## src/gmsf_pkg.sv

```systemverilog
package gmsf_pkg;

  localparam int MAX_WIDTH  = 64;
  localparam int MAX_HEIGHT = 64;

  localparam int DIM_W   = 7;
  localparam int COLOR_W = 8;
  localparam int PIX_W   = 3 * COLOR_W;
  localparam int E_W     = 19;
  localparam int TOTAL_W = 25;
  localparam int POS_W   = 6;
  localparam int IDX_W   = 2;

  localparam int DEPTH  = MAX_WIDTH * MAX_HEIGHT;
  localparam int ADDR_W = $clog2(DEPTH);
  localparam int LC_W   = $clog2(DEPTH + 1);

  localparam logic [TOTAL_W-1:0] TOTAL_MAX    = '1;
  localparam logic [DIM_W-1:0]   DIM_MIN      = DIM_W'(3);
  localparam logic [DIM_W-1:0]   WIDTH_LIMIT  = DIM_W'(MAX_WIDTH);
  localparam logic [DIM_W-1:0]   HEIGHT_LIMIT = DIM_W'(MAX_HEIGHT);
  localparam logic [DIM_W-1:0]   WIDTH_RESET  = DIM_W'(64);
  localparam logic [DIM_W-1:0]   HEIGHT_RESET = DIM_W'(64);

  typedef enum logic [IDX_W-1:0] {
    REG_DIRECTION    = 2'd0,
    REG_FRAME_WIDTH  = 2'd1,
    REG_FRAME_HEIGHT = 2'd2
  } cfg_reg_e;

  typedef struct packed {
    logic [COLOR_W-1:0] red;
    logic [COLOR_W-1:0] green;
    logic [COLOR_W-1:0] blue;
  } pixel_t;

  typedef struct packed {
    logic [5:0]         seam_position;
    logic [TOTAL_W-1:0] seam_total;
    logic               last;
  } seam_t;

  typedef struct packed {
    logic             vert;
    logic [DIM_W-1:0] width;
    logic [DIM_W-1:0] height;
  } frame_t;

  function automatic logic [DIM_W-1:0] clamp_dim(logic [DIM_W-1:0] v, logic [DIM_W-1:0] maxv);
    logic [DIM_W-1:0] r;
    if (v < DIM_MIN) r = DIM_MIN;
    else if (v > maxv) r = maxv;
    else r = v;
    return r;
  endfunction

  function automatic logic [ADDR_W-1:0] pix_addr(logic [POS_W-1:0] x, logic [POS_W-1:0] y);
    return ADDR_W'(ADDR_W'(y) * ADDR_W'(MAX_WIDTH)) + ADDR_W'(x);
  endfunction

  // Sum of squared per-channel differences of two packed pixels.
  function automatic logic [E_W-1:0] sq_diff(logic [PIX_W-1:0] a, logic [PIX_W-1:0] b);
    logic signed [COLOR_W:0]     d;
    logic signed [2*COLOR_W+1:0] dd;
    logic [E_W-1:0]              s;
    s = '0;
    for (int k = 0; k < 3; k++) begin
      d  = $signed({1'b0, a[k*COLOR_W +: COLOR_W]}) - $signed({1'b0, b[k*COLOR_W +: COLOR_W]});
      dd = d * d;
      s  = s + E_W'(dd);
    end
    return s;
  endfunction

endpackage

```

## src/gmsf_energy.sv

```systemverilog
module gmsf_energy import gmsf_pkg::*; (
  input  logic              clk_i,
  input  logic              rst_ni,
  input  logic              start_i,
  input  frame_t            frame_i,
  output logic [ADDR_W-1:0] pix_raddr_o,
  input  logic [PIX_W-1:0]  pix_rdata_i,
  output logic              e_we_o,
  output logic [ADDR_W-1:0] e_waddr_o,
  output logic [E_W-1:0]    e_wdata_o,
  output logic              done_o
);

  typedef enum logic [2:0] {E_IDLE, E_XR, E_XL, E_YD, E_YU, E_WR} state_e;

  state_e           state_q;
  logic [POS_W-1:0] x_q, y_q;
  logic [PIX_W-1:0] a_q;
  logic [E_W-1:0]   e1_q;
  logic             done_q;

  logic [POS_W-1:0] wm1, hm1, xl, xr, yu, yd;

  always_comb begin
    wm1 = POS_W'(frame_i.width - DIM_W'(1));
    hm1 = POS_W'(frame_i.height - DIM_W'(1));
    xl  = (x_q == '0) ? wm1 : x_q - POS_W'(1);
    xr  = (x_q == wm1) ? '0 : x_q + POS_W'(1);
    yu  = (y_q == '0) ? hm1 : y_q - POS_W'(1);
    yd  = (y_q == hm1) ? '0 : y_q + POS_W'(1);
  end

  always_comb begin
    case (state_q)
      E_XR:    pix_raddr_o = pix_addr(xr, y_q);
      E_XL:    pix_raddr_o = pix_addr(xl, y_q);
      E_YD:    pix_raddr_o = pix_addr(x_q, yd);
      default: pix_raddr_o = pix_addr(x_q, yu);
    endcase
  end

  assign e_we_o    = (state_q == E_WR);
  assign e_waddr_o = pix_addr(x_q, y_q);
  assign e_wdata_o = e1_q + sq_diff(a_q, pix_rdata_i);
  assign done_o    = done_q;

  always_ff @(posedge clk_i or negedge rst_ni) begin
    if (!rst_ni) begin
      state_q <= E_IDLE;
      x_q     <= '0;
      y_q     <= '0;
      done_q  <= 1'b0;
    end else begin
      done_q <= (state_q == E_WR) && (x_q == wm1) && (y_q == hm1);
      unique case (state_q)
        E_IDLE: begin
          if (start_i) begin
            x_q     <= '0;
            y_q     <= '0;
            state_q <= E_XR;
          end
        end
        E_XR: state_q <= E_XL;
        E_XL: begin
          a_q     <= pix_rdata_i;
          state_q <= E_YD;
        end
        E_YD: begin
          e1_q    <= sq_diff(a_q, pix_rdata_i);
          state_q <= E_YU;
        end
        E_YU: begin
          a_q     <= pix_rdata_i;
          state_q <= E_WR;
        end
        E_WR: begin
          if (x_q == wm1) begin
            x_q <= '0;
            if (y_q == hm1) begin
              state_q <= E_IDLE;
            end else begin
              y_q     <= y_q + POS_W'(1);
              state_q <= E_XR;
            end
          end else begin
            x_q     <= x_q + POS_W'(1);
            state_q <= E_XR;
          end
        end
        default: state_q <= E_IDLE;
      endcase
    end
  end

endmodule

```

## config.mk

```make
export PLATFORM = sky130hd
export DESIGN_NAME = gmsf_energy
export DESIGN_NICKNAME = d
export VERILOG_FILES = /design/src/gmsf_pkg.sv /design/src/gmsf_energy.sv
export SDC_FILE = /design/constraint.sdc
export NUM_CORES = 1
export LEC_CHECK = 0
export BUFFER_PORTS_ARGS = -buffer_cell sky130_fd_sc_hd__buf_2
export CORE_ASPECT_RATIO = 1.25
export CORE_MARGIN = 5
export CORE_UTILIZATION = 43
export DETAILED_ROUTE_END_ITERATION = 10
export PLACE_DENSITY = 0.6
export SLEW_MARGIN = 20
export SYNTH_ARGS = -nofsm -noshare
export SYNTH_HDL_FRONTEND = slang
export SYNTH_SLANG_ARGS = --single-unit
```

## constraint.sdc

```tcl
create_clock -name clk_i -period 29.5 [get_ports clk_i]
set_input_delay 4.425 -clock clk_i [delete_from_list [all_inputs] [get_ports clk_i]]
set_output_delay 4.425 -clock clk_i [all_outputs]
set_load 0.005 [all_outputs]
```

## Word-level counts from Yosys, hierarchy flattened

Index checks and enable logic that the tools add are counted.

- Bits in read-only memories: 0
- Register bits after elaboration: 59
- Memories kept: 0
- Logic and storage cells: 61
- Input port bits: 42
- Output and inout bits: 45
- Memory bits (writable): 0
- Bits in latches: 0

- Shifts and indexed selects: 0
- Reductions and logical operators: 11
- Divide/modulo/power cells: 0
- Multiply operators: 3
- Mux-type cells: 14
- Equality and inequality tests: 10
- Bitwise gates (word level): 0
- $add $sub $neg: 17
- Magnitude comparators: 0

Operators with widths:

| cell | number |
|---|---|
| 12-bit by 6-bit adder with 12-bit output | 5 |
| 9-bit by 9-bit multiplier with 18-bit output | 3 |
| 6-bit 2-to-1 mux | 7 |
| 19-bit adder | 2 |
| 12-bit one-hot mux with 3 select lines | 1 |
| 8-bit by 8-bit subtractor with 9-bit output | 3 |
| 6-bit one-hot mux with 2 select lines | 2 |
| 6-bit by 1-bit subtractor with 6-bit output, second input constant | 4 |
| 18-bit by 18-bit adder with 19-bit output | 1 |
| 3-bit one-hot mux with 6 select lines | 1 |
| 6-bit by 1-bit adder with 6-bit output, second input constant | 2 |
| 6-bit == test | 2 |
| 6-bit zero test | 2 |
| 3-bit by 2-bit == test with 1-bit output, second input constant | 2 |
| 3-bit == test, second input constant | 2 |
| 3-bit 2-to-1 mux | 2 |
| 2-bit AND reduction | 3 |
| 2-bit != test, second input constant | 2 |
| 4-bit AND reduction | 1 |
| 3-bit by 1-bit == test with 1-bit output, second input constant | 1 |
| 3-bit zero test | 1 |
| 1-bit logical AND | 2 |
| 2-bit by 1-bit != test with 1-bit output, second input constant | 1 |
| 2-bit nonzero test | 1 |
| 2 further kinds | 2 |

## Logic depth before layout (Yosys ltp)

- Word-level depth: 5
- Gate-level depth with buffers: 49
- Mapped depth without buffers: 49

## Worst setup path after synthesis

Ideal clock, no wire load.

- Path kind: input port to output port
- Start point: input pix_rdata_i[16]
- End point: output e_wdata_o[18]
- Slack: 10.579 ns
- Data required time: 25.075 ns
- Stages on the path: 44
- Arrival time: 14.496 ns
- Buffers on the path: 1
- Cell sequence: ha_1 -> inv_1 -> fa_1 -> nand2_1 -> nand2_1 -> a21oi_1 -> o21bai_1 -> a21oi_1 -> o21a_1 -> buf_2 -> nand2_1 -> fa_1 -> fa_1 -> inv_1 -> fa_1 -> fa_1 -> inv_1 -> fa_1 -> (+8 left out) -> fa_1 -> fa_1 -> inv_1 -> fa_1 -> fa_1 -> ha_1 -> a21oi_1 -> nor2b_1 -> a31oi_4 -> a21boi_0 -> ha_1 -> o21ai_0 -> o21ai_2 -> o221ai_2 -> a21oi_2 -> or2_4 -> a221oi_2 -> xnor3_1

- Word-level cells in the longest chain between the ends: 4

Ends and longest elaborated chain:

| what | line | source |
|---|---|---|
| start: declaration | gmsf_energy.sv:7 | `input logic [PIX_W-1:0] pix_rdata_i,` |
| 8-bit by 8-bit subtractor with 9-bit output | gmsf_pkg.sv:68 | `d = $signed({1'b0, a[k*COLOR_W +: COLOR_W]}) - $signed({1'b0, b[k*COLOR_W +: COLOR_W]});` |
| 9-bit by 9-bit multiplier with 18-bit output | gmsf_pkg.sv:69 | `dd = d * d;` |
| 19-bit adder | gmsf_pkg.sv:70 | `s = s + E_W'(dd);` |
| 19-bit adder | gmsf_energy.sv:44 | `assign e_wdata_o = e1_q + sq_diff(a_q, pix_rdata_i);` |
| end: declaration | gmsf_energy.sv:10 | `output logic [E_W-1:0] e_wdata_o,` |

Every way passes these cells.

## Worst setup path after layout

Ends and elaborated chain as after synthesis.

==> impl_metrics.env <==
export IMPL_status="finished clean"
export IMPL_layout_min_cycle_time_ns=20.00
export IMPL_tightest_slew_ns=1.03
export IMPL_cts_setup_buffers=0
export IMPL_wl_mm=26.4
export IMPL_cts_root_buf="clkbuf_16"
export IMPL_die_area_um2=34700
export IMPL_synth_area_um2=13300
export IMPL_yosysWarnings=0
export IMPL_cap_viol_max_count=0
export IMPL_drive_above_1_share=0.0910
export IMPL_layout_common_cells="inv_1, fa_1, ha_1, nand2_1, nor2_1"
export IMPL_period_share=0.678
export IMPL_yosysUniqueCellTypes=72
export IMPL_num_rows=72
export IMPL_first_iter_violations=246
export IMPL_use_met1=0.193
export IMPL_fin_skew_ns=0.00950
export IMPL_path_class="in2out"
export IMPL_r2r_cells=42
export IMPL_synth_top_cell_area_share=0.335
export IMPL_dp_final_hpwl_mm=23.3
export IMPL_grt_start_max_net_pins=20
export IMPL_slew_headroom=0.306
export IMPL_grt_overflow_total=0
export IMPL_cts_buffers=9
export IMPL_htreeDepth=3
export IMPL_cts_sinks=59
export IMPL_cts_tree="yes"
export IMPL_tns_ns=0
export IMPL_hold_depth=1
export IMPL_arrival_ns=15.58
export IMPL_area_delta_synth_final_pct=8.90
export IMPL_yosysTopAreaCell="fa_1"
export IMPL_hold_start="y_q[5]"
export IMPL_antenna_left=0
export IMPL_path_clk_slew_ns=0.05
export IMPL_r2r_end="e1_q[18]"
export IMPL_ios=87
export IMPL_crit_slowest_cell="fa_1"
export IMPL_synth_main_ff_cell="edfxtp_1"
export IMPL_synth_enable_flop_cells=43
export IMPL_grt_first_pass_wirelength_mm=47.0
export IMPL_wire_per_inst_um=13.8
export IMPL_first_global_vias=10200
export IMPL_cts_hold_buf=0
export IMPL_start_util=0.433
export IMPL_io_buffers=83
export IMPL_avgViaCountPerCell=4.91
export IMPL_ys_seq_area_frac=0.127
export IMPL_hold_viol=0
export IMPL_hp_class="reg2reg"
export IMPL_grt_use_total=0.163
export IMPL_worstSetupEndpointType="output port"
export IMPL_cts_path_max_buffers=2
export IMPL_synth_nets=1854
export IMPL_cpMostUsedCell="fa_1"
export IMPL_cts_resized=0
export IMPL_routed_via_count=9399
export IMPL_coreArea_um2=30800
export IMPL_first_pass_iters=4
export IMPL_ys_seq_elements=59
export IMPL_rsz0062_at_grt="no"
export IMPL_drv_slew=0
export IMPL_startpoint_type="input pin"
export IMPL_cp_startpoint="pix_rdata_i[16]"
export IMPL_r2r_start="a_q[16]"
export IMPL_die_h_um=207
export IMPL_nets=1933
export IMPL_synth_area_leaders="fa_1, ha_1, edfxtp_1, inv_1, xnor2_1"
export IMPL_insertion_delay_ns=0.35
export IMPL_critPathMaxFanout=12
export IMPL_grtUsageMet2=0.315
export IMPL_globalRouteMet3Util=0.0185
export IMPL_finalSetupViolations=0
export IMPL_n_antenna_cell=0
export IMPL_ff_latch_area_um2=1690
export IMPL_antenna_found_initial=0
export IMPL_min_delay_worst_endpoint="y_q[5]"
export IMPL_gp_congestion=0.874
export IMPL_multi_input_area_um2=10300
export IMPL_ys_async_sr_fraction=0.271
export IMPL_r2r_setup_slack_ns=19.07
export IMPL_post_route_drc_count=0
export IMPL_synth_cells=1422
export IMPL_nFillCells=3027
export IMPL_postSynthAreaPerCell_um2=9.38
export IMPL_grt_busiest_layer="met2"
export IMPL_die_width_um=168
export IMPL_critPathRequiredTime_ns=25.08
export IMPL_slowest_delay_ns=0.55
export IMPL_fmax_ghz=0.0500
export IMPL_layout_commonest_cell="inv_1"
-- critical path: cells and delay by family --
| kind | cells | cell delay (ns) |
|---|---|---|
| fa+ha+maj | 16 | 6.68 |
| compound gates | 12 | 2.39 |
| buf+inv | 12 | 1.06 |
| simple gates | 5 | 0.61 |
| xor+xnor | 2 | 0.40 |
-- routing by layer --
layer	up-vias	wire length, µm
li1	4617	-
met1	4642	11400
met2	103	14000
met3	37	492
met4	0	507
met5	-	0
-- synthesized netlist by cell type (18+ instances only) --
master	instances
and2_1	21
o21ai_0	42
nor3_1	18
fa_1	223
nand2_1	113
clkbuf_1	19
xor2_1	29
xnor2_1	76
ha_1	167
nor2_1	86
a21oi_1	45
inv_1	339
edfxtp_1	43
a21o_1	20
-- kinds of logic (layout without fill, tap and decap cells) --
group / Yosys count / count (layout) / synth area share
AO/OA/AOI/OAI: 187 / 187 / 0.0953
XOR/XNOR: 107 / 107 / 0.0719
adder cells (fa/ha/maj): 390 / 390 / 0.491
buffers and inverters: 363 / 447 / 0.102
flip-flops: 59 / 59 / 0.127
multiplexers: 5 / 5 / 0.00422
AND/OR/NAND/NOR: 311 / 311 / 0.108
-- flip-flops by register name, indices dropped and copies added (netlist names) --
| register | cells |
|---|---|
| y_q | 6 |
| e1_q | 19 |
| a_q | 24 |
| state_q | 3 |
| done_o | 1 |
| x_q | 6 |
-- how the worst max path moves through the flow --
stage / end / slack [ns] / cells past startpoint
2_1_floorplan: e_wdata_o[18] / 10.58 / 44
3_3_place_gp: e_wdata_o[18] / 9.56 / 47
3_5_place_dp: e_wdata_o[18] / 9.39 / 47
4_1_cts: e_wdata_o[18] / 9.36 / 47
5_1_grt: e_wdata_o[18] / 8.62 / 47
6_report: e_wdata_o[18] / 9.50 / 47
-- metrics by stage --
step	util	instance area (µm²)	hold WS, ns	worst slack, ns	instances
floorplan	-	13300	0.593	10.58	1422
global placement	0.462	14200	0.649	9.56	1897
detailed placement	0.462	14200	0.660	9.39	1897
CTS	0.471	14500	0.674	9.36	1913
global route	0.471	14500	0.703	8.62	1913
finish	0.471	14500	0.665	9.50	1913
-- cell type report --
type	instances	share of cell area
Clock inverter	4	0.00146
Multi-Input combinational cell	1000	0.708
Tap cell	407	0.0351
Sequential cell	59	0.116
Inverter	341	0.0881
Clock buffer	12	0.0184
Timing Repair Buffer	90	0.0322
Power is left out: the tool's default activity adds up to more than one toggle a clock period on the data nets, which glitch-free logic cannot reach.
