--- src/gmsf_ram.sv ---
module gmsf_ram #(
  parameter int WIDTH = 8,
  parameter int DEPTH = 16
) (
  input  logic                     clk_i,
  input  logic                     we_i,
  input  logic [$clog2(DEPTH)-1:0] waddr_i,
  input  logic [WIDTH-1:0]         wdata_i,
  input  logic [$clog2(DEPTH)-1:0] raddr_i,
  output logic [WIDTH-1:0]         rdata_o
);

  logic [WIDTH-1:0] mem_q [DEPTH];
  logic [WIDTH-1:0] rdata_q;

  always_ff @(posedge clk_i) begin
    if (we_i) begin
      mem_q[waddr_i] <= wdata_i;
    end
    rdata_q <= mem_q[raddr_i];
  end

  assign rdata_o = rdata_q;

endmodule

--- config.mk ---
export PLATFORM = sky130hd
export DESIGN_NAME = gmsf_ram
export DESIGN_NICKNAME = d
export VERILOG_FILES = /design/src/gmsf_ram.sv
export SDC_FILE = /design/constraint.sdc
export NUM_CORES = 1
export LEC_CHECK = 0
export BUFFER_PORTS_ARGS = -buffer_cell sky130_fd_sc_hd__buf_4
export CAP_MARGIN = 0
export CORE_UTILIZATION = 30
export CTS_CLUSTER_SIZE = 8
export DETAILED_ROUTE_END_ITERATION = 12
export PLACE_DENSITY = 0.57
export SKIP_LAST_GASP = 1
export SYNTH_ARGS = -nofsm -noshare
export SYNTH_HDL_FRONTEND = slang
export SYNTH_SLANG_ARGS = --single-unit
export TNS_END_PERCENT = 30
--- constraint.sdc ---
create_clock -name clk_i -period 1.51 [get_ports clk_i]
set_input_delay 0.0755 -clock clk_i [delete_from_list [all_inputs] [get_ports clk_i]]
set_output_delay 0.0755 -clock clk_i [all_outputs]
set_load 0.005 [all_outputs]
# ---- Word level (Yosys, flattened, before mapping)
# Memory sizes are Yosys's and may differ from the RTL's. A register that Yosys moved wholly into a read port is not among the register bits.
# Index checks and enable logic that the tools add are counted.
dict set report classes {
  n_mux 2
}
# operator count
set op_table {}
lappend op_table {{$mux 1} 2}
dict set report word_totals {
  wordCells 3
  n_memories 1
  regBits 0
  output_inout_bits 8
  ram_bits 128
}
# name words width read_ports rd_ports_with_merged_regs write_ports line
set memory_table {}
lappend memory_table {mem_q 16 8 1 1 1 13} ;# logic [WIDTH-1:0] mem_q [DEPTH];

# ---- Longest topological paths before layout
# Gate-level depths: netlist of the first run.
dict set report depth {
  word_depth 2
  mapped_depth 5
}

# ---- Worst setup path after synthesis of the first run
# Ideal clock, no wire load.
dict set report synth_path {
  path_kind {in2reg}
  from {input waddr_i[2]}
  to {memory mem_q[0][0], enable pin}
  path_slack_ns -0.058
  cell_stages 2
  path_buffers 0
  arrival_ns 1.185
  t_required_ns 1.127
  setup_ns 0.383
  path_cell_list {or3b_2 nor3_1}
}
# item line
set synth_lines {}
lappend synth_lines {{start, declared} 7} ;# input logic [$clog2(DEPTH)-1:0] waddr_i,
lappend synth_lines {{end, declared} 13}
# Straight into the memory's write port.

==> metrics.csv, run 1 <==
metric,value,unit
status,finished clean,
synth_top_area_share,0.7467,
worstHoldPathCells,3,
die_area,0.01769,mm2
cap_violations,0,
critPathSlowestCell,mux4_1,
cp_max_fo,1,
place_ws,81.77,ps
ios,26,
cp_cell_sequence,mux4_1 -> a22oi_1 -> nand2_1,
crit_start,mem_q[5][0],
row_count,47,
setup_tns,0,ps
cts_tree,yes,
track_usage,0.1253,
syn_area_per_cell,22.48,um2
clk_latency,410,ps
crit_type,flop to flop,
diodes,0,
rr_worst_depth,3,
synth_top_cell_by_area,edfxtp_1,
cts.sinks,136,
end_kind,flop,
route.detailed.drc,0,
p_leak,2.159,nW
grt_first_pass_wirelength,15440,um
grt_pass1_vias,2458,
mostFrequentLayoutCell,edfxtp_1,
netlist_instances,229,
core-area,0.01664,mm2
die_w,133.0,um
final-setup-viol-count,0,
path_buf_inv,0,
cts_buffers,17,
fin_nets,312,
gp_congestion,0.6801,
post_cts_buffers,0,
die_h,133.0,um
hold_path_end,mem_q[0][5],
h-tree-depth,4,
worst_pin_slew,795.4,ps
hold_start,waddr_i[1],
drt_wl_total,10180,um
vdd_drop_max,0.0008853,V
arrival,1640,ps
final_cell_mix,"edfxtp_1, buf_4, mux4_2, clkbuf_16, a22oi_1",
first_pass_iters,4,
synthTopCellsByArea,"edfxtp_1, mux4_2, mux4_1, dfxtp_1, a22oi_1",
r2r_slack,160,ps
finalHoldViolCount,0,
root_buffer,clkbuf_16,
cp-start-kind,flop,
drv_slew,0,
required,1800,ps
start_util,0.3093,
synth_warnings,0,
first_iter_violations,244,
slew_headroom,0.4686,
clock-skew-final,5.548,ps
wl_per_cell,19.36,um
grt_max_degree,17,
cts_resized,0,
yosysSeqAreaShare,0.7778,
fmax,743.4,MHz
postRouteAntennaNets,0,
antenna_found_initial,0,
min_period,1345,ps
vias_per_cell,4.616,
hold_class,input pin to flop,
rsz0062_at_grt,no,
power,8.733,mW
vias,2428,
ctsHoldBuffers,8,
mappedNetlistArea,0.005147,mm2
syn2layout_area_growth,24.43,%
drive_above_1_share,0.3137,
gr-total-overflow,0,
slowest_delay,560,ps
ys_seq_elements,136,
syn_nets,247,
path_clk_slew,60,ps
synth_cell_type_count,19,
fin_crit_sh,0.8909,
powerDensity,1364,mW/mm2
dp_hpwl,6720,um
timing.rr.end,rdata_o[0],
portBuffers,25,
rr_startpoint,mem_q[5][0],
fin_ws,164.8,ps
cts_buffer_depth,2,
critical-path-top-delay-family,multiplexers,
[synth_stat cells]
| cell type | count |
|---|---|
| buf_4 | 1 |
| and2_1 | 1 |
| nor3_1 | 4 |
| buf_6 | 3 |
| nand3_1 | 1 |
| clkdlybuf4s25_2 | 3 |
| dfxtp_1 | 8 |
| nor2_1 | 13 |
| buf_2 | 3 |
| nand2_1 | 9 |
| and2b_1 | 1 |
| a22oi_1 | 16 |
| nand2b_1 | 2 |
| nand3b_1 | 2 |
| mux4_1 | 14 |
| or3b_2 | 1 |
| edfxtp_1 | 128 |
| mux4_2 | 18 |
| nor2b_1 | 1 |
[tightest hold or removal path: cells and delay by family]
kind | cells | cell delay (ps)
AND/OR/NAND/NOR | 1 | 50
buffers and inverters | 2 | 290
[state kept, by name (all words and copies together), names as in the netlist]
name and cells:
rdata_o 8, mem_q 128
[power breakdown]
group          internal, mW  switching, mW
Sequential             4.22         0.0237
Combinational         0.220          0.225
Clock                  2.57           1.47
[logic make-up after synthesis]
logic type             Yosys count  share of synthesized area
AOI/OAI and AO/OA               16                    0.02334
and+or+nand+nor                 35                    0.03184
DFF                            136                     0.7778
muxes                           32                     0.1502
buffers and inverters           10                    0.01677
[layer usage]
metal | vias to the layer above | wire, um | GRT usage
met5 | - | 0 | 0
met4 | 0 | 130 | 0.04598
met3 | 14 | 413 | 0.04176
met2 | 51 | 4637 | 0.1795
met1 | 1260 | 5002 | 0.1765
li1 | 1103 | - | -
[layout make-up]
| cell class | count | area [um2] |
|---|---|---|
| Tap cell | 220 | 275.3 |
| Multi-Input combinational cell | 83 | 1062 |
| Timing Repair Buffer | 56 | 478.0 |
| Clock inverter | 13 | 156.4 |
| Sequential cell | 136 | 4004 |
| Fill cell | 1489 | 10240 |
| Clock buffer | 18 | 429.2 |
[how the worst max path moves through the flow]
stage | slack (ps) | depth (start not counted) | end
6_report | 160 | 3 | rdata_o[0]
5_1_grt | 100 | 3 | rdata_o[2]
4_1_cts | 150 | 3 | rdata_o[3]
3_5_place_dp | 80 | 5 | rdata_o[1]
3_3_place_gp | 100 | 5 | rdata_o[3]
2_1_floorplan | 170 | 2 | mem_q[3][0]
[per-stage QoR]
| stage | instances | hold slack [ps] | cell area, um2 | util |
|---|---|---|---|---|
| 2_1_floorplan | 229 | 174.4 | 5152 | - |
| 3_3_place_gp | 487 | 376.5 | 5739 | 0.3449 |
| 3_5_place_dp | 487 | 394.6 | 5739 | 0.3449 |
| 4_1_cts | 526 | 170.8 | 6405 | 0.3849 |
| 5_1_grt | 526 | 181.6 | 6405 | 0.3849 |
| 6_report | 526 | 184.4 | 6405 | 0.3849 |
No activity file was read; power rests on OpenSTA's default activity.
==> run 2: changes to the inputs <==
CORE_UTILIZATION = 54   (was 30)
PLACE_DENSITY = 0.85   (was 0.57)
==> metrics.csv, run 2 (synthesis gave the netlist of run 1 again) <==
metric,value,unit,change
vias,2555,,"was 2,428"
vdd_drop_max,0.0008066,V,was 0.0008853 V
drive_above_1_share,0.3117,,was 0.3137
start_util,0.5571,,was 0.3093
cellInternalPower,6.773,mW,was 7.012 mW
switching_share,0.2056,,was 0.1971
fillCellCount,546,,"was 1,489"
min_period,1401,ps,was 1345 ps
cp-start-kind,flop,,unchanged
wl_met2,5333,um,was 4637 um
dp_hpwl,6299,um,was 6720 um
diodes,0,,unchanged
cts_buffers,17,,unchanged
clkPwrFrac,0.449,,was 0.463
cp_max_fo,1,,unchanged
power_frac_seq,0.498,,was 0.486
final-setup-viol-count,0,,unchanged
cap_violations,0,,unchanged
fin_ws,108.7,ps,was 164.8 ps
row_count,35,,was 47
top_layer,met4,,unchanged
slew_headroom,0.7293,,was 0.4686
cts_buffer_depth,2,,unchanged
fin_crit_sh,0.9280,,was 0.8909
postRouteAntennaNets,0,,unchanged
grt_first_pass_wirelength,16220,um,"was 15,440 um"
portBuffers,25,,unchanged
gr-total-overflow,0,,unchanged
antenna_found_initial,0,,unchanged
top_register,mem_q,,unchanged
die_area,0.009927,mm2,was 0.01769 mm2
p_leak,2.147,nW,was 2.159 nW
fin_nets,313,,was 312
fmax,713.6,MHz,was 743.4 MHz
h-tree-depth,4,,unchanged
first_iter_violations,252,,was 244
drv_slew,0,,unchanged
die_h,99.64,um,was 133.0 um
gp_congestion,0.7920,,was 0.6801
track_usage,0.2396,,was 0.1253
clk_latency,520,ps,was 410 ps
core-area,0.009240,mm2,was 0.01664 mm2
place_ws,64.62,ps,was 81.77 ps
post_cts_buffers,0,,unchanged
crit_type,flop to flop,,unchanged
arrival,1800,ps,was 1640 ps
drt_wl_total,10330,um,"was 10,180 um"
status,finished clean,,unchanged
clock-skew-final,11.14,ps,was 5.548 ps
grt_max_degree,17,,unchanged
setup_tns,0,ps,unchanged
required,1910,ps,was 1800 ps
hold_class,input pin to flop,,unchanged
root_buffer,clkbuf_8,,was clkbuf_16
cts_tree,yes,,unchanged
switchingPower,1.753,mW,was 1.721 mW
first_pass_iters,4,,unchanged
route.detailed.drc,0,,unchanged
vias_per_cell,5.847,,was 4.616
die_w,99.64,um,was 133.0 um
worst_pin_slew,406.0,ps,was 795.4 ps
route.met3.wl,663,um,was 413 um
path_clk_slew,60,ps,about the same
final_cell_mix,"edfxtp_1, buf_4, mux4_2, a22oi_1, clkbuf_16",,"was edfxtp_1, buf_4, mux4_2, clkbuf_16, a22oi_1"
ios,26,,unchanged
end_kind,flop,,unchanged
powerDensity,1360,mW/mm2,was 1364 mW/mm2
rsz0062_at_grt,no,,unchanged
pwr-share-comb,0.052,,was 0.051
cts.sinks,136,,unchanged
r2r_slack,110,ps,was 160 ps
largest_register_ffs,128,,unchanged
wl_per_cell,23.64,um,was 19.36 um
finalHoldViolCount,0,,unchanged
syn2layout_area_growth,21.75,%,was 24.43%
mostFrequentLayoutCell,edfxtp_1,,unchanged
wl_met1,4215,um,was 5002 um
grt_pass1_vias,2689,,"was 2,458"
-- run 2: cell count changes in the layout (fill, tap and decap cells not counted), sizes merged --
cell	delta
bufinv	-1
clkbuf	+1
clkinv	-1
clkinvlp	+1
dlygate4sd3	+1
inv	+1
-- run 2: timing repair --
item	CTS	global route
endpoints found under the hold margin	129	0
hold buffers	9	0
resized for setup	0	0
-- run 2: worst max-delay path, cell delays in order (launching register included) --
cell	delay, ps
edfxtp_1	380
mux4_1	540
a22oi_1	260
nand2_1	110
-- run 2: routing by layer --
metal,up-vias,global-route usage
met5,-,0
met4,0,0.1097
met3,11,0.05762
met2,126,0.3686
met1,1312,0.3305
li1,1106,-
-- run 2: worst paths after layout --
check	startpoint	depth (start not counted)	end
max reg2reg	mem_q[1][1]	3	rdata_o[1]
min	waddr_i[0]	3	mem_q[0][0]
min reg2reg	mem_q[12][6]	3	rdata_o[6]
max	mem_q[1][1]	3	rdata_o[1]
-- run 2: power by group through the flow --
stage | Sequential, mW | Clock (mW) | Combinational, mW
6_report | 4.25 | 3.83 | 0.447
5_1_grt | 4.25 | 4.06 | 0.487
4_1_cts | 4.25 | 3.91 | 0.451
3_5_place_dp | 4.33 | 0 | 0.425
3_3_place_gp | 4.32 | 0 | 0.409
2_1_floorplan | 4.32 | 0 | 0.215
-- run 2: cell type report --
cell class	count	area [um2]	area share
Sequential cell	136	4004	0.6389
Timing Repair Buffer	57	488.0	0.07786
Tap cell	129	161.4	0.02575
Multi-Input combinational cell	83	1062	0.1695
Clock inverter	13	130.1	0.02076
Clock buffer	19	421.7	0.06728
-- run 2: stage by stage --
stage	total power, mW	hold slack [ps]	cell area [um2]	cells	utilization
2_1_floorplan	4.533	174.4	5152	229	-
3_3_place_gp	4.727	371.0	5625	396	0.6088
3_5_place_dp	4.751	395.1	5625	396	0.6088
4_1_cts	8.608	61.99	6267	437	0.6783
5_1_grt	8.802	70.15	6267	437	0.6783
6_report	8.525	86.29	6267	437	0.6783
==> run 3: changes to the inputs <==
RECOVER_POWER = 50   (was default)
==> metrics.csv, run 3 (synthesis gave the netlist of run 1 again) <==
metric,value,unit,change
syn2layout_area_growth,21.03,%,was 21.75%
row_count,35,,unchanged
cts_buffer_depth,2,,unchanged
die_h,99.64,um,unchanged
diodes,0,,unchanged
path_clk_slew,60,ps,about the same
first_pass_iters,4,,unchanged
area.sequential,0.004004,mm2,unchanged
root_buffer,clkbuf_8,,unchanged
min_period,1418,ps,was 1401 ps
drive_above_1_share,0.2792,,was 0.3117
post_cts_buffers,0,,unchanged
dp.cells,396,,unchanged
finalNonFillerCells,437,,unchanged
arrival,1830,ps,was 1800 ps
postRouteAntennaNets,0,,unchanged
die_w,99.64,um,unchanged
antenna_found_initial,0,,unchanged
dp_hpwl,6299,um,unchanged
cp_max_fo,1,,unchanged
cap_violations,0,,unchanged
final_cell_mix,"edfxtp_1, buf_4, mux4_2, a22oi_1, clkbuf_16",,unchanged
final-setup-viol-count,0,,unchanged
stdcell_area,0.006230,mm2,was 0.006267 mm2
vias,2597,,"was 2,555"
gr-total-overflow,0,,unchanged
finalHoldViolCount,0,,unchanged
rsz0062_at_grt,no,,unchanged
gp_congestion,0.7920,,unchanged
slew_headroom,0.5146,,was 0.7293
hold_class,input pin to flop,,unchanged
fin_nets,313,,unchanged
setup_tns,0,ps,unchanged
h-tree-depth,4,,unchanged
ios,26,,unchanged
ctsHoldBuffers,9,,unchanged
status,finished clean,,unchanged
largest_register_ffs,128,,unchanged
crit_type,flop to flop,,unchanged
drv_slew,0,,unchanged
first_iter_violations,243,,was 252
fin_crit_sh,0.9389,,was 0.9280
wl_per_cell,23.84,um,was 23.64 um
cts_buffers,17,,unchanged
mostFrequentLayoutCell,edfxtp_1,,unchanged
p_leak,2.110,nW,was 2.147 nW
cts_resized,0,,unchanged
cts.sinks,136,,unchanged
multi_input_area,0.001062,mm2,unchanged
cts_tree,yes,,unchanged
drt_wl_total,10420,um,"was 10,330 um"
worst_pin_slew,728.1,ps,was 406.0 ps
cp-start-kind,flop,,unchanged
clock-skew-final,5.762,ps,was 11.14 ps
powerDensity,1371,mW/mm2,was 1360 mW/mm2
die_area,0.009927,mm2,unchanged
required,1920,ps,was 1910 ps
vias_per_cell,5.943,,was 5.847
portBuffers,25,,unchanged
top_register,mem_q,,unchanged
start_util,0.5571,,unchanged
clk_latency,530,ps,was 520 ps
end_kind,flop,,unchanged
power,8.543,mW,was 8.525 mW
track_usage,0.2396,,unchanged
core-area,0.009240,mm2,unchanged
grt_first_pass_wirelength,16220,um,unchanged
holdWs,75.64,ps,was 86.29 ps
grt_pass1_vias,2689,,unchanged
vdd_drop_max,0.0008049,V,was 0.0008066 V
route.detailed.drc,0,,unchanged
fillCellCount,553,,was 546
grt_max_degree,17,,unchanged
place_area,0.005625,mm2,unchanged
fmax,705.4,MHz,was 713.6 MHz
run 3: per-layer routing:
| layer | vias to the layer above | track usage | share of wire |
|---|---|---|---|
| li1 | 1111 | - | - |
| met1 | 1357 | 0.3305 | 0.42 |
| met2 | 115 | 0.3686 | 0.50 |
| met3 | 14 | 0.05762 | 0.063 |
| met4 | 0 | 0.1097 | 0.017 |
| met5 | - | 0 | 0 |
run 3: power breakdown:
group          internal, mW  switching [mW]  leakage, nW  total, mW
clock network          2.33            1.53        0.259       3.86
logic                 0.210           0.227        0.627      0.437
registers              4.22          0.0268         1.22       4.25
run 3: worst paths after layout:
kind	startpoint	cells after the start	endpoint	slack (ps)
max	mem_q[1][1]	3	rdata_o[1]	90
min	waddr_i[0]	3	mem_q[0][0]	80
max reg2reg	mem_q[1][1]	3	rdata_o[1]	90
min reg2reg	mem_q[12][6]	3	rdata_o[6]	670
run 3: worst max-delay path, stage by stage (launching register included):
cell,delay (ps)
edfxtp_1,380
mux4_1,530
a22oi_1,270
nand2_1,110
run 3: stage by stage:
step / setup WS, ps / utilization
after floorplan: 168.4 / -
after global placement: 102.1 / 0.6088
after detailed placement: 64.62 / 0.6088
after CTS: 102.4 / 0.6783
after global routing: 25.07 / 0.6742
final: 92.28 / 0.6742
run 3: area by class of cell:
cell class / instances / share of cell area
clock inverter: 13 / 0.02089
sequential: 136 / 0.6427
timing repair buffer: 57 / 0.07230
multi-input combinational: 83 / 0.1705
tap: 129 / 0.02591
clock buffer: 19 / 0.06768
