--- config.mk ---
export PLATFORM = sky130hd
export DESIGN_NAME = gmsf_walker
export DESIGN_NICKNAME = d
export VERILOG_FILES = /design/src/gmsf_pkg.sv /design/src/gmsf_walker.sv
export SDC_FILE = /design/constraint.sdc
export NUM_CORES = 1
export LEC_CHECK = 0
export CELL_PAD_IN_SITES_DETAIL_PLACEMENT = 0
export CELL_PAD_IN_SITES_GLOBAL_PLACEMENT = 2
export CORE_AREA = 5 5 172 174
export DETAILED_ROUTE_END_ITERATION = 10
export DIE_AREA = 0 0 177 179
export DONT_BUFFER_PORTS = 1
export GPL_TIMING_DRIVEN = 0
export PLACE_DENSITY_LB_ADDON = 0.1
export SETUP_SLACK_MARGIN = 0.05
export SLEW_MARGIN = 25
export SYNTH_ARGS = -nofsm -noshare
export SYNTH_HDL_FRONTEND = slang
export SYNTH_SLANG_ARGS = --single-unit
--- constraint.sdc ---
create_clock -name clk_i -period 10.4 [get_ports clk_i]
set_clock_uncertainty 0.05 [all_clocks]
set_input_delay 1.04 -clock clk_i [delete_from_list [all_inputs] [get_ports clk_i]]
set_output_delay 1.04 -clock clk_i [all_outputs]
set_load 0.01 [all_outputs]
--- src/gmsf_pkg.sv ---
package gmsf_pkg;

  localparam int MAX_WIDTH  = 64;
  localparam int MAX_HEIGHT = 64;

  localparam int DIM_W   = 7;
  localparam int COLOR_W = 8;
  localparam int PIX_W   = 3 * COLOR_W;
  localparam int E_W     = 19;
  localparam int TOTAL_W = 25;
  localparam int POS_W   = 6;
  localparam int IDX_W   = 2;

  localparam int DEPTH  = MAX_WIDTH * MAX_HEIGHT;
  localparam int ADDR_W = $clog2(DEPTH);
  localparam int LC_W   = $clog2(DEPTH + 1);

  localparam logic [TOTAL_W-1:0] TOTAL_MAX    = '1;
  localparam logic [DIM_W-1:0]   DIM_MIN      = DIM_W'(3);
  localparam logic [DIM_W-1:0]   WIDTH_LIMIT  = DIM_W'(MAX_WIDTH);
  localparam logic [DIM_W-1:0]   HEIGHT_LIMIT = DIM_W'(MAX_HEIGHT);
  localparam logic [DIM_W-1:0]   WIDTH_RESET  = DIM_W'(64);
  localparam logic [DIM_W-1:0]   HEIGHT_RESET = DIM_W'(64);

  typedef enum logic [IDX_W-1:0] {
    REG_DIRECTION    = 2'd0,
    REG_FRAME_WIDTH  = 2'd1,
    REG_FRAME_HEIGHT = 2'd2
  } cfg_reg_e;

  typedef struct packed {
    logic [COLOR_W-1:0] red;
    logic [COLOR_W-1:0] green;
    logic [COLOR_W-1:0] blue;
  } pixel_t;

  typedef struct packed {
    logic [5:0]         seam_position;
    logic [TOTAL_W-1:0] seam_total;
    logic               last;
  } seam_t;

  typedef struct packed {
    logic             vert;
    logic [DIM_W-1:0] width;
    logic [DIM_W-1:0] height;
  } frame_t;

  function automatic logic [DIM_W-1:0] clamp_dim(logic [DIM_W-1:0] v, logic [DIM_W-1:0] maxv);
    logic [DIM_W-1:0] r;
    if (v < DIM_MIN) r = DIM_MIN;
    else if (v > maxv) r = maxv;
    else r = v;
    return r;
  endfunction

  function automatic logic [ADDR_W-1:0] pix_addr(logic [POS_W-1:0] x, logic [POS_W-1:0] y);
    return ADDR_W'(ADDR_W'(y) * ADDR_W'(MAX_WIDTH)) + ADDR_W'(x);
  endfunction

  // Sum of squared per-channel differences of two packed pixels.
  function automatic logic [E_W-1:0] sq_diff(logic [PIX_W-1:0] a, logic [PIX_W-1:0] b);
    logic signed [COLOR_W:0]     d;
    logic signed [2*COLOR_W+1:0] dd;
    logic [E_W-1:0]              s;
    s = '0;
    for (int k = 0; k < 3; k++) begin
      d  = $signed({1'b0, a[k*COLOR_W +: COLOR_W]}) - $signed({1'b0, b[k*COLOR_W +: COLOR_W]});
      dd = d * d;
      s  = s + E_W'(dd);
    end
    return s;
  endfunction

endpackage

--- src/gmsf_walker.sv ---
module gmsf_walker import gmsf_pkg::*; (
  input  logic              clk_i,
  input  logic              rst_ni,
  input  logic              start_i,
  input  frame_t            frame_i,
  output logic [ADDR_W-1:0] e_raddr_o,
  input  logic [E_W-1:0]    e_rdata_i,
  output logic              out_valid_o,
  input  logic              out_ready_i,
  output seam_t             out_data_o,
  output logic              done_o
);

  typedef enum logic [2:0] {W_IDLE, W_MID, W_LO, W_HI, W_PICK} state_e;

  state_e             state_q;
  logic               emit_q;
  logic [POS_W-1:0]   s_q, pos_q, i_q, best_start_q;
  logic [TOTAL_W-1:0] total_q, best_total_q;
  logic [E_W-1:0]     m_q, l_q;
  logic               out_valid_q;
  seam_t              out_q;
  logic               done_q;

  logic [POS_W-1:0]   lenm1, spanm1, pos_lo, pos_hi, across, next_pos;
  logic               has_lo, has_hi, go_lo, stay, better, load_out;
  logic [E_W-1:0]     hv, pick;
  logic [TOTAL_W:0]   sum;
  logic [TOTAL_W-1:0] sum_sat;

  always_comb begin
    lenm1  = frame_i.vert ? POS_W'(frame_i.height - DIM_W'(1))
                          : POS_W'(frame_i.width - DIM_W'(1));
    spanm1 = frame_i.vert ? POS_W'(frame_i.width - DIM_W'(1))
                          : POS_W'(frame_i.height - DIM_W'(1));
    pos_lo = pos_q - POS_W'(1);
    pos_hi = pos_q + POS_W'(1);
    // The first step of a walk has no choice, so both neighbors read as the middle.
    has_lo = (pos_q != '0) && (i_q != '0);
    has_hi = (pos_q != spanm1) && (i_q != '0);

    case (state_q)
      W_MID:   across = pos_q;
      W_LO:    across = pos_lo;
      default: across = pos_hi;
    endcase
    e_raddr_o = frame_i.vert ? pix_addr(across, i_q) : pix_addr(i_q, across);

    hv = has_hi ? e_rdata_i : m_q;
    if (frame_i.vert) go_lo = (l_q < m_q) && (l_q < hv);
    else              go_lo = (l_q < m_q) && (l_q <= hv);
    stay = (m_q <= l_q) && (m_q <= hv);
    if (go_lo) begin
      pick     = l_q;
      next_pos = pos_lo;
    end else if (stay) begin
      pick     = m_q;
      next_pos = pos_q;
    end else begin
      pick     = hv;
      next_pos = pos_hi;
    end
    sum     = {1'b0, total_q} + (TOTAL_W + 1)'(pick);
    sum_sat = sum[TOTAL_W] ? TOTAL_MAX : sum[TOTAL_W-1:0];
    better  = (s_q == '0) || (sum_sat < best_total_q);
    load_out = (state_q == W_PICK) && emit_q && (!out_valid_q || out_ready_i);
  end

  assign out_valid_o = out_valid_q;
  assign out_data_o  = out_q;
  assign done_o      = done_q;

  always_ff @(posedge clk_i or negedge rst_ni) begin
    if (!rst_ni) begin
      state_q      <= W_IDLE;
      emit_q       <= 1'b0;
      s_q          <= '0;
      pos_q        <= '0;
      i_q          <= '0;
      total_q      <= '0;
      best_start_q <= '0;
      best_total_q <= '0;
      out_valid_q  <= 1'b0;
      done_q       <= 1'b0;
    end else begin
      done_q <= load_out && (i_q == lenm1);
      if (load_out) begin
        out_valid_q <= 1'b1;
      end else if (out_ready_i) begin
        out_valid_q <= 1'b0;
      end
      unique case (state_q)
        W_IDLE: begin
          if (start_i) begin
            emit_q  <= 1'b0;
            s_q     <= '0;
            pos_q   <= '0;
            i_q     <= '0;
            total_q <= '0;
            state_q <= W_MID;
          end
        end
        W_MID: state_q <= W_LO;
        W_LO: begin
          m_q     <= e_rdata_i;
          state_q <= W_HI;
        end
        W_HI: begin
          l_q     <= has_lo ? e_rdata_i : m_q;
          state_q <= W_PICK;
        end
        W_PICK: begin
          if (emit_q) begin
            // The winning walk is replayed here, one result per step.
            if (load_out) begin
              out_q.seam_position <= 6'(next_pos);
              out_q.seam_total    <= best_total_q;
              out_q.last          <= (i_q == lenm1);
              pos_q               <= next_pos;
              if (i_q == lenm1) begin
                state_q <= W_IDLE;
              end else begin
                i_q     <= i_q + POS_W'(1);
                state_q <= W_MID;
              end
            end
          end else begin
            state_q <= W_MID;
            if (i_q == lenm1) begin
              i_q     <= '0;
              total_q <= '0;
              if (better) begin
                best_total_q <= sum_sat;
                best_start_q <= s_q;
              end
              if (s_q == spanm1) begin
                emit_q <= 1'b1;
                pos_q  <= better ? s_q : best_start_q;
              end else begin
                s_q   <= s_q + POS_W'(1);
                pos_q <= s_q + POS_W'(1);
              end
            end else begin
              pos_q   <= next_pos;
              total_q <= sum_sat;
              i_q     <= i_q + POS_W'(1);
            end
          end
        end
        default: state_q <= W_IDLE;
      endcase
    end
  end

endmodule

### Word level (Yosys, flattened, before mapping)

Index checks and enable logic that the tools add are counted.
W data, S select, Z words.

* input port bits: 38
* flip-flop bits (word level): 150
* word-level logic and storage cells: 116
* output and inout port bits: 46

* reductions and logical operators: 28
* eq/ne operators: 13
* bitwise logic cells: 1
* magnitude comparators: 6
* mux-type cells: 44
* add/subtract/negate cells: 9

Operators with widths (number)
* $mux W6: 17
* $mux W25: 4
* $mux W19: 4
* $le A19 B19 Y1: 3
* $pmux W25 S2: 1
* $pmux W6 S2: 4
* $lt A19 B19 Y1: 2
* $add A25 B19 Y26: 1
* $lt A25 B25 Y1: 1
* $add A12 B6 Y12: 2
* $add A6 B1 Y6 const B: 3
* $sub A6 B1 Y6 const B: 3
* $pmux W3 S5: 1
* $eq A6 B6 Y1: 2
* $mux W12: 1
* $reduce_and A4 Y1: 3
* $reduce_bool A6 Y1: 2
* $mux W3: 3
* $reduce_and A3 Y1: 3
* $logic_and A1 B1 Y1: 8
* $mux W1: 8
* $reduce_and A2 Y1: 4
* $eq A3 B2 Y1 const B: 2
* $logic_not A6 Y1: 1
* other kinds (13): 18

### Logic depth before layout (Yosys ltp)

* depth in word-level cells: 18
* depth in mapped cells: 50
* depth with buffers taken out: 46

### Least setup slack after synthesis

OpenSTA, ideal clock, no wires.

* path type: input port to flip-flop
* from: in frame_i[1] (netlist name)
* to: reg best_total_q[15]
* slack: 0.476 ns
* library setup time: 0.125 ns
* buffers on the path: 6
* cell stages on the path: 46
* arrival time: 9.749 ns
* required time: 10.225 ns
* cells stage by stage: or4_1 buf_2 o22a_1 a211oi_2 and2_1 buf_4 a21o_1 buf_6 mux2i_1 ha_1 nor2b_1 o21a_1 o21a_1 nor2_1 a32oi_1 a31o_1 a41o_1 o211ai_4 (+10 left out) o21bai_1 a21oi_1 o2111ai_1 a311oi_1 nor2_1 o21ai_0 and4_1 nor2_1 ha_1 nand4_1 nor2_1 nand2_1 a21o_1 a41o_1 and2_1 o21ai_0 clkbuf_1 mux2_2

* word-level cells in the longest chain between the ends: 14
* elaborated cells on any way between the ends: 21
* those cells by class: add/sub: 2; order compare: 4; eq/ne: 2; mux: 7; reduce/logical: 6

RTL lines
* from (decl): line gmsf_walker.sv:5 `input frame_t frame_i,`
* $sub A6 B1 Y6 (*): line gmsf_walker.sv:35 `: POS_W'(frame_i.height - DIM_W'(1));`
* $mux W6 (*): line gmsf_walker.sv:34 `spanm1 = frame_i.vert ? POS_W'(frame_i.width - DIM_W'(1))`
* $ne A6 B6 Y1 (*): line gmsf_walker.sv:40 `has_hi = (pos_q != spanm1) && (i_q != '0);`
* $logic_and A1 B1 Y1 (*): line gmsf_walker.sv:40
* $mux W19 (*): line gmsf_walker.sv:49 `hv = has_hi ? e_rdata_i : m_q;`
* $le A19 B19 Y1, or another cell as far along: line gmsf_walker.sv:52 `stay = (m_q <= l_q) && (m_q <= hv);`
* $logic_and A1 B1 Y1, on equally long branches: line gmsf_walker.sv:52, gmsf_walker.sv:50, gmsf_walker.sv:51
* $mux W19 / $mux W1 (equally long branches): line gmsf_walker.sv:56, gmsf_walker.sv:50
* $mux W19 (*): line gmsf_walker.sv:53 `if (go_lo) begin`
* $add A25 B19 Y26 (*): line gmsf_walker.sv:63 `sum = {1'b0, total_q} + (TOTAL_W + 1)'(pick);`
* $mux W25 (*): line gmsf_walker.sv:64 `sum_sat = sum[TOTAL_W] ? TOTAL_MAX : sum[TOTAL_W-1:0];`
* net sum_sat[24]: line gmsf_walker.sv:29 `logic [TOTAL_W-1:0] sum_sat;`
* $lt A25 B25 Y1 (*): line gmsf_walker.sv:65 `better = (s_q == '0) || (sum_sat < best_total_q);`
* $logic_or A1 B1 Y1 (*): line gmsf_walker.sv:65
* $reduce_and A4 Y1 (no source line) (*)
* to (signal assigned): line gmsf_walker.sv:133 `best_total_q <= sum_sat;`
* to (decl): line gmsf_walker.sv:19 `logic [TOTAL_W-1:0] total_q, best_total_q;`

Mark *: on every way through the listed nets, which the timed path passes. The rest lies on a longest branch.
A chain may end at the register's enable or synchronous reset.

### Final worst setup path

* from: in frame_i[1] (netlist name)
* to: reg best_total_q[6]

Same word-level chain as after synthesis.

==> impl.org <==
** Status
- The flow ran to the end, and the final reports show no timing, DRC or antenna violations.

** Finish
- After routing the design area is between 10,000 and 15,000 um^2.
- Growth of design area from synthesis to finish :: 14.2%
- Counting the fill cells in the layout gives between 2,000 and 3,000.
- The library cells used most frequently in the layout, excluding fill and tap cells, are nand2_1, ha_1, inv_1.
- For this run, the post-layout net count is about 1,400.
- Antenna Diode Count :: 0
- Fraction of layout cells with a size suffix above 1 :: between 10 and 15%
- Most frequent standard cell in the layout excluding fill and tap cells :: nand2_1

** Timing
- Setup total negative slack on the finished layout was measured at 0 ns.
- Final Max Tran Viols :: 0
- At the pin with the least slew margin, the transition time is 0.770 ns.
- RSZ-0062 raised after global routing :: false
- Worst setup margin :: ~0.46 ns
- Total count of hold-check failures in the final report :: 0
- Headroom to the max-slew limit came out at 48.4%.
- Setup violations remaining at the end of the flow were counted as 0.
- Timing would allow up to 101 MHz.
- Dividing the final minimum period by the clock period gives between 90% and 100%.
- The smallest clock period supported by the final layout is computed as slightly below 10 ns.

** Place
- Input and output buffers added on the ports amount to 0.
- Dpl cell area :: 11,700 um^2
- HPWL reported at the end of detailed placement :: 24,100 um
- Routability-driven placement congestion ratio :: 0.823
- Before CTS, the worst setup slack after placement is -2.74 ns.

** Floorplan
- Pin placement for this block handled 84 I/O pins.
- Die area :: between 30,000 and 40,000 um^2
- Once the floorplan was initialized, standard cells occupied between 40% and 50% of the core.
- Number of placement rows :: slightly above 60
- Vertical die dimension :: around 180 um
- Chip Width :: between 150 and 200 um
- The core region is ~28,000 um^2.

** Drt
- Routed length per instance :: between 15 and 20 um
- For this run, design rule violations remaining after detail routing come to 0.
- Drt first-iter violations :: between 600 and 700
- Detail-routed via count per cell :: roughly 5.6
- Once detail routing completed, the nets flagged for antenna violations numbered 0.
- The first detailed-routing pass ran for 5 iterations.
- Via count :: 9,038
- Wires add up to 31,900 um.

** Job
- The tool flagged a number of max-cap violations equal to 0.

** Clock tree
- Counting every sink on the clock net gives 150.
- Clock-pin slew was measured on the worst setup and hold paths at ~0.070 ns.
- In this run the number of H-tree levels came out at 4.
- The tree is rooted in a clkbuf_16.
- The clock passes through at most 2 buffers.
- TritonCTS built the clock tree.
- The clock reaches the later pin of the worst-skew pair after around 0.43 ns.
- TritonCTS created 17 clock buffers.
- Buffers inserted to repair hold after CTS numbered 0.

** Logic synthesis
- Number of warnings issued by yosys :: 0
- Counting flops with a built-in enable in the synthesized netlist gives 70.
- For this run, the leading register cell type out of synthesis is dfrtp_1.
- After synthesis, the mean cell area works out to between 9 and 10 um^2.
- Summing the sequential cell areas from Yosys gives a little under two fifths of the chip area.
- Post-synth design cell area :: between 10,000 and 15,000 um^2
- The synthesized netlist contains 84 unique library cells.
- Synthesis produced a netlist with a net count of between 1,000 and 1,500.
- Of the post-synthesis cell area, the dominant cell type holds 18.8%.
- In the synthesized netlist the async set-or-reset flop fraction comes to between 50% and 60%.
- After synthesis, the cell types taking the most area are edfxtp_1, dfrtp_1, ha_1.
- Post-synthesis instance total :: around 1,200
- Post-synthesis register bit count :: 150
- The largest total area in the synthesized netlist belongs to edfxtp_1.

** Power and ir drop
- In this run the power spent charging and discharging nets is 1.68 mW.
- Share of total power in sequential cells :: between 20% and 30%
- The worst-case IR drop observed on VDD is between 0.1 and 0.15 mV.
- Leakage power :: 5.52 nW
- The clock network is responsible for approximately 18% of the overall power.
- Net switching is between 40% and 50% of the power.
- P per Cell Area :: 282 nW/um^2
- Internal power comes to between 1.5 and 2 mW.
- Combinational logic burns roughly three fifths of the power.

** Global routing
- Vias in the first global route :: slightly below 9,000
- Pin count of the biggest net entering global routing :: 84
- GRT Resource Usage Total :: between 20 and 25%
- Overflow after GRT :: 0
- The number of antenna violations at the first check in global routing came to 0.
- Global-route wire length before repair :: approximately 50,000 um

** Critical path
- Largest fanout on the critical path :: 10
- Crit. End Element :: flip-flop
- The largest individual stage delay along the critical path comes from the cell or4_1.
- At the worst endpoint, the required time is approximately 11 ns.
- Delay contributed by the slowest stage of the critical path :: approximately 0.50 ns
- Element type at the critical path start :: input port
- Crit path kind :: input port to flip-flop
- Critical path arrival :: between 10 and 15 ns

** Min path
- Path type of the worst min-delay path :: input port to async pin
state kept, by name (all words and copies together) (netlist names):
| signal | cells |
|---|---|
| out_data_o | 32 |
| best_total_q | 25 |
| total_q | 25 |
| l_q | 19 |
| m_q | 19 |
| best_start_q | 6 |
| i_q | 6 |
| pos_q | 6 |
| s_q | 6 |
| state_q | 3 |
| done_o | 1 |
| emit_q | 1 |
| out_valid_o | 1 |
area by class of cell:
class | instances | area (um^2) | area share, %
clock buffer | 18 | 439 | 3.45
buffer | 58 | 327 | 2.56
multi-input combinational | 907 | 6790 | 53.3
timing repair buffer | 18 | 159 | 1.25
clock inverter | 14 | 139 | 1.09
sequential | 150 | 4100 | 32.2
inverter | 83 | 312 | 2.44
tap | 378 | 473 | 3.71
power groups by stage:
stage	registers [mW]	logic (mW)	clock network, mW
global route	0.785	2.43	0.670
detailed placement	0.784	2.00	0
global placement	0.784	2.00	0
finish	0.775	2.19	0.631
CTS	0.773	2.09	0.644
floorplan	0.763	1.48	0
worst max-delay path: cells and delay by family:
| kind | cells | cell delay (ns) |
|---|---|---|
| buffers and inverters | 8 | 1.35 |
| muxes | 3 | 1.02 |
| adders and majority gates | 4 | 1.16 |
| and+or+nand+nor | 11 | 1.96 |
| AOI/OAI and AO/OA | 17 | 3.65 |
per-stage QoR:
stage	power, mW	cells	hold slack, ns	utilization [%]
6_report	3.59	1626	0.262	46.1
5_1_grt	3.89	1626	0.231	46.1
4_1_cts	3.50	1615	0.234	45.1
3_5_place_dp	2.78	1577	0.383	42.3
3_3_place_gp	2.78	1576	0.379	42.1
2_1_floorplan	2.24	1198	0.375	-
what timing repair did:
item                       4_1_cts  5_1_grt
gates cloned                     1        0
setup endpoints to repair       37       37
resized for setup               56       51
pin swaps                        6       13
buffers inserted                 5       11
routing by layer:
metal | up-vias | GRT usage, % | share of wire [%]
met3 | 15 | 2.72 | 3.0
met1 | 4396 | 30.8 | 51
met5 | - | 0 | 0
met4 | 0 | 4.09 | 0.78
li1 | 4477 | - | -
met2 | 150 | 30.8 | 45
Yosys cell counts, drive strengths merged (4+ instances only):
| library cell | instances |
|---|---|
| a2111oi | 5 |
| a211oi | 8 |
| a21boi | 4 |
| a21o | 41 |
| a21oi | 69 |
| a221oi | 4 |
| a22o | 19 |
| a31oi | 12 |
| a41o | 4 |
| and2 | 8 |
| and3 | 10 |
| and4 | 4 |
| buf | 18 |
| clkbuf | 40 |
| dfrtp | 80 |
| edfxtp | 70 |
| ha | 105 |
| inv | 82 |
| mux2 | 38 |
| mux2i | 40 |
| nand2 | 119 |
| nand2b | 5 |
| nand3 | 28 |
| nand3b | 6 |
| nand4 | 22 |
| nor2 | 77 |
| nor2b | 12 |
| nor3 | 22 |
| nor3b | 9 |
| nor4 | 4 |
| o211ai | 20 |
| o21a | 6 |
| o21ai | 80 |
| o21bai | 5 |
| o311ai | 4 |
| o31ai | 4 |
| or2 | 5 |
| or3 | 8 |
| xnor2 | 36 |
| xor2 | 18 |
final timing paths:
kind	from	endpoint	slack, ns	depth (start not counted)
max in group asynchronous	rst_ni	best_total_q[9]	9.86	0
min in group clk_i	best_total_q[4]	out_data_o[5]	0.39	0
setup reg to reg	pos_q[3]	best_total_q[6]	0.74	43
hold reg to reg	best_total_q[4]	out_data_o[5]	0.39	0
hold / removal	rst_ni	best_total_q[10]	0.26	0
setup / recovery	frame_i[1]	best_total_q[6]	0.46	43
kinds of logic (layout without fill, tap and decap cells):
family | Yosys count | count (layout) | share of synthesized area, %
buffers and inverters | 141 | 191 | 5.03
multiplexers | 78 | 78 | 7.45
adder cells (fa/ha/maj) | 107 | 107 | 12.0
AO/OA/AOI/OAI | 322 | 322 | 19.5
flip-flops | 150 | 150 | 36.8
XOR/XNOR | 54 | 54 | 4.24
AND/OR/NAND/NOR | 346 | 346 | 15.0
Power figures use the tool's default switching activity.
